### src/hw/rtl/hgni_pkg.sv
// ============================================================================
// hgni_pkg
// Shared constants and types for the hex board neighbor index block.
// ============================================================================
package hgni_pkg;

    // Field and register widths
    localparam int REG_W          = 9;
    localparam int TILE_W         = 16;
    localparam int POS_W          = 3;
    localparam int CFG_INDEX_W    = 1;
    localparam int IN_TDATA_W     = 16;
    localparam int OUT_TDATA_W    = 24;
    localparam int OUT_PAD_W      = OUT_TDATA_W - TILE_W - POS_W;

    // Neighbor candidates per tile, in emission order
    localparam int NEIGHBOR_SLOTS = 6;
    localparam int SLOT_UP        = 0;
    localparam int SLOT_DOWN      = 1;
    localparam int SLOT_LEFT      = 2;
    localparam int SLOT_RIGHT     = 3;
    localparam int SLOT_DIAG_L    = 4;
    localparam int SLOT_DIAG_R    = 5;
    localparam int SLOT_SEL_W     = $clog2(NEIGHBOR_SLOTS);
    localparam logic [POS_W-1:0] POS_MAX = POS_W'(NEIGHBOR_SLOTS - 1);

    // Divider pipeline: quotient bits resolved per stage
    localparam int DIV_STAGES         = 4;
    localparam int DIV_BITS_PER_STAGE = TILE_W / DIV_STAGES;

    // Board size limits and register reset values
    localparam int DEF_MAX_ROWS    = 256;
    localparam int DEF_MAX_COLUMNS = 256;
    localparam logic [REG_W-1:0] ROW_COUNT_RESET    = 9'd9;
    localparam logic [REG_W-1:0] COLUMN_COUNT_RESET = 9'd10;

    typedef enum logic [CFG_INDEX_W-1:0] {
        REG_ROW_COUNT    = 1'b0,
        REG_COLUMN_COUNT = 1'b1
    } t_reg_index;

endpackage

### src/hw/rtl/hex_grid_neighbor_indices.sv
// ============================================================================
// hex_grid_neighbor_indices
// Neighbor index generator for a column-offset hex board (odd columns
// shifted down), streaming in and out.
// ============================================================================
// A tile index enters on the slave stream and is split into row and column
// by a four-stage pipelined restoring divider (four quotient bits per stage,
// divisor is the clamped column count). The next stage checks the six
// candidates (up, down, left, right, then the two diagonals on the side set
// by column parity) against the board and latches their linear indices;
// that emitter stage then sends one in-board neighbor per cycle (while the
// master stream is not stalled) through the output register, with its
// position and tlast on the final one. A tile with no neighbor on the board,
// or any tile while the column count is zero, yields one transfer with tuser
// (none_found) and tlast set and index zero. Tiles can enter every cycle
// unless stalled; the emitter, which sends a tile's results (1 to 6, six in
// the interior of the board) one at a time, sets the sustained rate. A tile
// passes the four divider stages, the emitter and the output register in turn.
// The board size registers may only be written while no tile is in flight.
// ============================================================================
module hex_grid_neighbor_indices
    import hgni_pkg::*;
#(
    parameter int MAX_ROWS    = DEF_MAX_ROWS,
    parameter int MAX_COLUMNS = DEF_MAX_COLUMNS
) (
    input  logic                   i_clk,
    input  logic                   i_rst_n,
    // configuration write port
    input  logic                   i_cfg_we,
    input  logic [CFG_INDEX_W-1:0] i_cfg_index,
    input  logic [REG_W-1:0]       i_cfg_wdata,
    // input stream
    input  logic                   i_s_axis_tvalid,
    output logic                   o_s_axis_tready,
    input  logic [IN_TDATA_W-1:0]  i_s_axis_tdata,   // [15:0] tile_index
    // output stream
    output logic                   o_m_axis_tvalid,
    input  logic                   i_m_axis_tready,
    output logic [OUT_TDATA_W-1:0] o_m_axis_tdata,   // [15:0] neighbor_index,
                                                     // [18:16] neighbor_position,
                                                     // [23:19] zero
    output logic                   o_m_axis_tuser,   // [0] none_found
    output logic                   o_m_axis_tlast
);

    // Widths of the clamped board sizes
    localparam int REG_MAX = (1 << REG_W) - 1;
    localparam int ROW_W   = (MAX_ROWS >= REG_MAX) ? REG_W : $clog2(MAX_ROWS + 1);
    localparam int COL_W   = (MAX_COLUMNS >= REG_MAX) ? REG_W : $clog2(MAX_COLUMNS + 1);
    localparam int LAST_DV = DIV_STAGES - 1;

    typedef struct packed {
        logic [COL_W-1:0]  rem;
        logic [TILE_W-1:0] quo;   // dividend bits shift out, quotient bits shift in
    } t_div_word;

    // Resolve one stage worth of quotient bits.
    function automatic t_div_word div_steps(input t_div_word w, input logic [COL_W-1:0] d);
        t_div_word        v;
        logic [COL_W:0]   part;
        v = w;
        for (int b = 0; b < DIV_BITS_PER_STAGE; b++) begin
            part = {v.rem, v.quo[TILE_W-1]};
            if (part >= {1'b0, d}) begin
                part  = part - {1'b0, d};
                v.quo = {v.quo[TILE_W-2:0], 1'b1};
            end else begin
                v.quo = {v.quo[TILE_W-2:0], 1'b0};
            end
            v.rem = part[COL_W-1:0];
        end
        return v;
    endfunction

    // ------------------------------------------------------------------
    // Configuration registers and clamping
    // ------------------------------------------------------------------
    logic [REG_W-1:0] r_row_count;
    logic [REG_W-1:0] r_column_count;
    logic [ROW_W-1:0] rows_eff;
    logic [COL_W-1:0] cols_eff;

    always_ff @(posedge i_clk) begin
        if (!i_rst_n) begin
            r_row_count    <= ROW_COUNT_RESET;
            r_column_count <= COLUMN_COUNT_RESET;
        end else if (i_cfg_we) begin
            case (t_reg_index'(i_cfg_index))
                REG_ROW_COUNT:    r_row_count    <= i_cfg_wdata;
                REG_COLUMN_COUNT: r_column_count <= i_cfg_wdata;
                default: ;
            endcase
        end
    end

    // Clamp to the board limits; values at or below the limit pass unchanged.
    assign rows_eff = (32'(r_row_count) > 32'(MAX_ROWS)) ? ROW_W'(MAX_ROWS)
                                                          : ROW_W'(r_row_count);
    assign cols_eff = (32'(r_column_count) > 32'(MAX_COLUMNS)) ? COL_W'(MAX_COLUMNS)
                                                                : COL_W'(r_column_count);

    // ------------------------------------------------------------------
    // Divider pipeline: tile -> (row, column)
    // ------------------------------------------------------------------
    logic                r_dv_valid [DIV_STAGES];
    t_div_word           r_dv_word  [DIV_STAGES];
    logic [TILE_W-1:0]   r_dv_tile  [DIV_STAGES];
    t_div_word           dv_in      [DIV_STAGES];
    t_div_word           n_dv_word  [DIV_STAGES];
    logic                dv_up_valid[DIV_STAGES];
    logic [TILE_W-1:0]   dv_up_tile [DIV_STAGES];
    logic                dv_ready   [DIV_STAGES+1];
    logic                em_ready;

    always_comb begin
        for (int k = 0; k < DIV_STAGES; k++) begin
            if (k == 0) begin
                dv_in[k]       = '{rem: '0, quo: i_s_axis_tdata[TILE_W-1:0]};
                dv_up_valid[k] = i_s_axis_tvalid;
                dv_up_tile[k]  = i_s_axis_tdata[TILE_W-1:0];
            end else begin
                dv_in[k]       = r_dv_word[k-1];
                dv_up_valid[k] = r_dv_valid[k-1];
                dv_up_tile[k]  = r_dv_tile[k-1];
            end
            n_dv_word[k] = div_steps(dv_in[k], cols_eff);
        end
    end

    // Backpressure chain: a stage advances when empty or when its successor does.
    always_comb begin
        dv_ready[DIV_STAGES] = em_ready;
        for (int k = DIV_STAGES - 1; k >= 0; k--) begin
            dv_ready[k] = !r_dv_valid[k] || dv_ready[k+1];
        end
    end

    assign o_s_axis_tready = dv_ready[0];

    always_ff @(posedge i_clk) begin
        if (!i_rst_n) begin
            for (int k = 0; k < DIV_STAGES; k++) begin
                r_dv_valid[k] <= 1'b0;
            end
        end else begin
            for (int k = 0; k < DIV_STAGES; k++) begin
                if (dv_ready[k]) begin
                    r_dv_valid[k] <= dv_up_valid[k];
                end
            end
        end
    end

    always_ff @(posedge i_clk) begin
        for (int k = 0; k < DIV_STAGES; k++) begin
            if (dv_ready[k] && dv_up_valid[k]) begin
                r_dv_word[k] <= n_dv_word[k];
                r_dv_tile[k] <= dv_up_tile[k];
            end
        end
    end

    // ------------------------------------------------------------------
    // Candidate check on the divider result
    // ------------------------------------------------------------------
    logic [TILE_W:0]         row_ext;
    logic [TILE_W:0]         rows_ext;
    logic [COL_W:0]          col_ext;
    logic [COL_W:0]          cols_ext;
    logic [COL_W-1:0]        col;
    logic [TILE_W-1:0]       tile;
    logic [TILE_W-1:0]       cols16;
    logic [TILE_W-1:0]       off_diag_l;
    logic [TILE_W-1:0]       off_diag_r;
    logic                    col_odd;
    logic                    row_up_ok;
    logic                    row_dn_ok;
    logic                    row_same_ok;
    logic                    row_diag_ok;
    logic                    col_l_ok;
    logic                    col_r_ok;
    logic                    cols_ok;
    logic [NEIGHBOR_SLOTS-1:0] cand_mask;
    logic [TILE_W-1:0]       cand_idx [NEIGHBOR_SLOTS];

    always_comb begin
        tile     = r_dv_tile[LAST_DV];
        col      = r_dv_word[LAST_DV].rem;
        row_ext  = (TILE_W+1)'(r_dv_word[LAST_DV].quo);
        rows_ext = (TILE_W+1)'(rows_eff);
        col_ext  = (COL_W+1)'(col);
        cols_ext = (COL_W+1)'(cols_eff);
        cols16   = TILE_W'(cols_eff);
        col_odd  = col[0];
        cols_ok  = (cols_eff != '0);

        row_up_ok   = (row_ext != '0) && (row_ext <= rows_ext);
        row_dn_ok   = (row_ext + (TILE_W+1)'(1)) < rows_ext;
        row_same_ok = row_ext < rows_ext;
        row_diag_ok = col_odd ? row_dn_ok : row_up_ok;
        col_l_ok    = (col != '0);
        col_r_ok    = (col_ext + (COL_W+1)'(1)) < cols_ext;

        cand_mask[SLOT_UP]     = cols_ok && row_up_ok;
        cand_mask[SLOT_DOWN]   = cols_ok && row_dn_ok;
        cand_mask[SLOT_LEFT]   = cols_ok && row_same_ok && col_l_ok;
        cand_mask[SLOT_RIGHT]  = cols_ok && row_same_ok && col_r_ok;
        cand_mask[SLOT_DIAG_L] = cols_ok && row_diag_ok && col_l_ok;
        cand_mask[SLOT_DIAG_R] = cols_ok && row_diag_ok && col_r_ok;

        // Diagonal offsets: odd column goes one row down, even one row up.
        off_diag_l = col_odd ? (cols16 - TILE_W'(1)) : ~cols16;
        off_diag_r = col_odd ? (cols16 + TILE_W'(1)) : (~cols16 + TILE_W'(2));

        cand_idx[SLOT_UP]     = tile - cols16;
        cand_idx[SLOT_DOWN]   = tile + cols16;
        cand_idx[SLOT_LEFT]   = tile - TILE_W'(1);
        cand_idx[SLOT_RIGHT]  = tile + TILE_W'(1);
        cand_idx[SLOT_DIAG_L] = tile + off_diag_l;
        cand_idx[SLOT_DIAG_R] = tile + off_diag_r;
    end

    // ------------------------------------------------------------------
    // Emitter: one result per cycle, unless the output stalls, out of the held candidate set
    // ------------------------------------------------------------------
    logic                      r_em_valid;
    logic [NEIGHBOR_SLOTS-1:0] r_em_mask;
    logic [TILE_W-1:0]         r_em_idx [NEIGHBOR_SLOTS];
    logic [POS_W-1:0]          r_em_pos;
    logic [SLOT_SEL_W-1:0]     em_sel;
    logic                      em_found;
    logic [NEIGHBOR_SLOTS-1:0] em_rest;
    logic                      em_none;
    logic                      em_last;
    logic                      emit_take;
    logic                      em_done;
    logic                      r_out_valid;
    logic [TILE_W-1:0]         r_out_idx;
    logic [POS_W-1:0]          r_out_pos;
    logic                      r_out_none;
    logic                      r_out_last;

    // Pick the lowest remaining candidate.
    always_comb begin
        em_sel   = '0;
        em_found = 1'b0;
        for (int i = 0; i < NEIGHBOR_SLOTS; i++) begin
            if (r_em_mask[i] && !em_found) begin
                em_sel   = SLOT_SEL_W'(i);
                em_found = 1'b1;
            end
        end
    end

    assign em_rest   = r_em_mask & ~(NEIGHBOR_SLOTS'(1) << em_sel);
    assign em_none   = (r_em_mask == '0);
    assign em_last   = em_none || (em_rest == '0);
    assign emit_take = r_em_valid && (!r_out_valid || i_m_axis_tready);
    assign em_done   = emit_take && em_last;
    assign em_ready  = !r_em_valid || em_done;

    always_ff @(posedge i_clk) begin
        if (!i_rst_n) begin
            r_em_valid  <= 1'b0;
            r_out_valid <= 1'b0;
        end else begin
            if (em_ready) begin
                r_em_valid <= r_dv_valid[LAST_DV];
            end
            if (emit_take) begin
                r_out_valid <= 1'b1;
            end else if (i_m_axis_tready) begin
                r_out_valid <= 1'b0;
            end
        end
    end

    always_ff @(posedge i_clk) begin
        // Load a fresh tile when the emitter is empty or the previous one sends its final result.
        if (em_ready) begin
            r_em_mask <= cand_mask;
            r_em_idx  <= cand_idx;
            r_em_pos  <= '0;
        end else if (emit_take) begin
            r_em_mask <= em_rest;
            r_em_pos  <= r_em_pos + POS_W'(1);
        end
        if (emit_take) begin
            r_out_idx  <= em_none ? '0 : r_em_idx[em_sel];
            r_out_pos  <= em_none ? '0 : r_em_pos;
            r_out_none <= em_none;
            r_out_last <= em_last;
        end
    end

    assign o_m_axis_tvalid = r_out_valid;
    assign o_m_axis_tdata  = {{OUT_PAD_W{1'b0}}, r_out_pos, r_out_idx};
    assign o_m_axis_tuser  = r_out_none;
    assign o_m_axis_tlast  = r_out_last;

    // ------------------------------------------------------------------
    // Assertions
    // ------------------------------------------------------------------
    // A none-found transfer is always the only, and so the last, one.
    a_none_is_last: assert property (@(posedge i_clk) disable iff (!i_rst_n)
        o_m_axis_tvalid && o_m_axis_tuser |-> o_m_axis_tlast)
        else $error("none_found result without tlast");

    // Position never runs past the last neighbor slot.
    a_pos_range: assert property (@(posedge i_clk) disable iff (!i_rst_n)
        r_em_valid |-> r_em_pos <= POS_MAX)
        else $error("emitter position out of range");

    // A stalled emitter holds its candidate set.
    a_em_hold: assert property (@(posedge i_clk) disable iff (!i_rst_n)
        r_em_valid && !emit_take |=> r_em_valid && (r_em_mask == $past(r_em_mask)))
        else $error("emitter state changed while stalled");

    // Divider remainder stays below a nonzero divisor.
    a_rem_range: assert property (@(posedge i_clk) disable iff (!i_rst_n)
        r_dv_valid[LAST_DV] && (cols_eff != '0) |-> r_dv_word[LAST_DV].rem < cols_eff)
        else $error("divider remainder not below column count");

endmodule
### config.mk
export PLATFORM = sky130hd
export DESIGN_NAME = hex_grid_neighbor_indices
export DESIGN_NICKNAME = d
export VERILOG_FILES = /design/src/hw/rtl/hgni_pkg.sv /design/src/hw/rtl/hex_grid_neighbor_indices.sv
export SDC_FILE = /design/constraint.sdc
export NUM_CORES = 1
export LEC_CHECK = 0
export ABC_AREA = 1
export BUFFER_PORTS_ARGS = -buffer_cell sky130_fd_sc_hd__buf_4
export CAP_MARGIN = 20
export CORE_MARGIN = 10
export CORE_UTILIZATION = 50
export DETAILED_ROUTE_END_ITERATION = 6
export PLACE_DENSITY = 0.71
export SLEW_MARGIN = 20
export SYNTH_ARGS = -nofsm -noshare
export SYNTH_HDL_FRONTEND = slang
export SYNTH_SLANG_ARGS = --single-unit
### constraint.sdc
create_clock -name i_clk -period 10.1 [get_ports i_clk]
set_input_delay 1.01 -clock i_clk [delete_from_list [all_inputs] [get_ports i_clk]]
set_output_delay 1.01 -clock i_clk [all_outputs]
set_load 0.1 [all_outputs]
==> qor.txt <==
Worst Path Max Fanout - 13
Post-CTS setup buffers - 0
Min-delay worst type - reg -> reg
Bufs and invs on worst path - 4
Worst skew pair latency - 0.55 ns
Slew headroom - 0.358
RePlAce Congestion - 0.946
Reg-to-reg startpoint - r_column_count[6]
Drt first pass iters - 7
I/O Buffers - 53
Max-cap violations - 0
CTS Buffer Depth - 3
Post-Route WL - 58.8 mm
Crit Reg-Reg Endpoint - r_dv_word[1][23]
Max Freq - 110 MHz
TritonCTS Buffers - 34
Largest net degree at the start of global routing - 94
Critical Path Start Type - register
Starting density of the core - 0.503
Fraction of layout cells with a size suffix above 1 - 0.0745
Crit path max-delay family - simple AND/OR/NAND/NOR gates
Average size of a mapped cell - 8.48 sq um
Dpl cell area - 0.0232 sq mm
GRT Total Usage - 0.215
Antenna violations before repair - 0
Crit end category - register
Slew Limit Fails - 0
Syn Inst Count - 2609
Die area - 0.0531 sq mm
Async S/R FF share, synth - 0
Critical-path top delay cell - fa_1
Final ANT Viol Nets - 0
Initial drt markers - 1358
Setup TNS - 0 ns
Nets - 2949
# diodes - 0
Routed vias - 18.3k
Layout area overhead - 9.66%
Share of the yosys chip area belonging to registers - 0.379
First-pass GRT wire length - 92.5 mm
Vias in the first global route - 17.7k
HPWL Detailed - 44.4 mm
Outcome - completed
Critical Path AT - 9.50 ns
Die Ht - 230 um
Sink Count - 287
Slowest stage delay, CP - 0.44 ns
Crit-path most repeated cell - nand2_1
# H-tree levels - 2
Most common cell after layout, fill and taps aside - nand2_1
Grt ovf - 0
Routed len/inst - 17.9 um
Worst min-delay path startpoint - r_dv_word[2][1]
Post-synth EDFFs - 264
Num rows - 77
Yosys warns - 0
Vias/cell - 5.56
Fin crit period - 9.11 ns
Synth area leader - edfxtp_1
DIE WIDTH - 230 um
Synth Flop Type - edfxtp_1
RSZ-0062 raised after global routing - false
Worst Hold Path EP - r_dv_word[3][5]
Final worst-path cycle share - 0.902
Filler cells - 3953
R2R Setup Slk - 0.99 ns
Setup CP Type - reg -> reg
Final instance area - 0.0243 sq mm
Worst-Margin Slew - 0.963 ns
Setup Viol. Count Final - 0
Reg2reg path depth - 46
Hold path depth - 0
Clk_skew - 0.0252 ns
Reg area - 0.00839 sq mm
Root Buffer - clkbuf_16
Reg clk slew, reported paths - 0.06 ns
Final hold vios - 0
# IOs - 59
Area fraction of the dominant cell type after synthesis - 0.358
Multi-input gate area - 0.0122 sq mm
FF+latch count, synth - 287
Post-Syn Area - 0.0221 sq mm
Top area cells in the synthesized netlist - edfxtp_1 (36%), ha_1 (13%), nand2_1 (9.3%), xor2_1 (6.6%), inv_1 (5.8%)
DRC errors left - 0
Commonest cells after routing, fill and taps aside - nand2_1 (547), inv_1 (339), edfxtp_1 (264)
Yosys cell types - 64
WP data required - 10.49 ns
Core area - 0.0440 sq mm
CTS tree - yes
## sequential cells by signal, indices dropped and copies added (netlist names), 3 cells and up
register	cells
r_column_count	9
r_row_count	9
r_dv_word	76
r_dv_valid	4
r_em_mask	6
r_em_pos	3
r_dv_tile	64
r_out_idx	16
r_out_pos	3
r_em_idx	93
## routing by layer
metal | share of wire | global-route usage | routed length (um) | vias up
met5 | 0 | 0 | 0 | -
met4 | 0.029 | 0.0795 | 1710 | 0
met3 | 0.060 | 0.0280 | 3530 | 112
met2 | 0.46 | 0.354 | 27000 | 559
met1 | 0.45 | 0.286 | 26500 | 8622
li1 | - | - | - | 9017
## cell usage after synthesis (4+ instances only)
cell / count
a21oi_1: 159
edfxtp_1: 264
o21ai_0: 135
o211ai_1: 8
o21ai_1: 30
a221oi_1: 16
nand3_2: 7
o21ai_2: 4
o21bai_1: 17
nor3_1: 41
nand3_1: 161
dfxtp_1: 23
nand4_1: 39
inv_2: 10
clkbuf_1: 29
nor4_1: 10
nand3b_1: 6
or2_2: 4
ha_1: 223
a31oi_1: 26
nand2_1: 549
fa_1: 19
inv_1: 339
o31ai_1: 7
a21o_1: 8
and3_1: 6
nor2_2: 6
nor2_1: 163
nand2_4: 12
buf_4: 11
xnor2_1: 40
nand2_2: 11
xor2_1: 168
a21boi_0: 5
a41oi_1: 4
## metrics by stage
| stage | util | hold slack (ns) | worst slack (ns) | cells |
|---|---|---|---|---|
| after floorplan | - | 0.400 | 2.42 | 2613 |
| after global placement | 0.527 | 0.401 | 1.09 | 3231 |
| after detailed placement | 0.527 | 0.405 | 1.03 | 3232 |
| after CTS | 0.551 | 0.417 | 0.962 | 3291 |
| after global routing | 0.551 | 0.419 | 0.145 | 3291 |
| final | 0.551 | 0.416 | 0.985 | 3291 |
## layout make-up
| type | count | area share |
|---|---|---|
| multi-input combinational | 1927 | 0.503 |
| tap | 592 | 0.0305 |
| clock buffer | 43 | 0.0365 |
| inverter | 352 | 0.0547 |
| clock inverter | 16 | 0.00644 |
| sequential | 287 | 0.346 |
| timing repair buffer | 74 | 0.0230 |
## cell families (layout without fill, tap and decap cells)
family | after synthesis | after routing | share of synthesized area
xor gates and xnor gates | 209 | 209 | 0.0833
and+or+nand+nor | 1025 | 1025 | 0.205
adders and majority gates | 242 | 242 | 0.143
other | 1 | 5 | 0.000169
AOI/OAI and AO/OA | 446 | 446 | 0.118
DFF | 287 | 287 | 0.379
buffers and inverters | 399 | 485 | 0.0709
## worst max path at each step
stage | start | end | depth (start not counted)
after global routing | r_column_count[6] | r_dv_word[1][23] | 45
after CTS | r_column_count[6] | r_dv_word[1][23] | 46
after detailed placement | r_column_count[6] | r_dv_word[1][23] | 46
final | r_column_count[6] | r_dv_word[1][23] | 46
after global placement | r_column_count[4] | r_dv_word[1][23] | 46
after floorplan | r_column_count[8] | r_dv_word[3][17] | 44
## timing repair
item | CTS | global route
gates resized for setup | 0 | 1
hold buffers | 0 | 0
setup endpoints to repair | 0 | 1
## worst reg2reg max path: cells and delay by family (launching register included)
family | cells | cell delay [ns]
fa+ha+maj | 5 | 1.87
buf+inv | 4 | 0.86
simple gates | 25 | 3.61
flops | 1 | 0.36
compound gates | 12 | 2.23
Power is not shown: default switching activity piles up to over one toggle a cycle in this logic, so the estimate is an artifact.
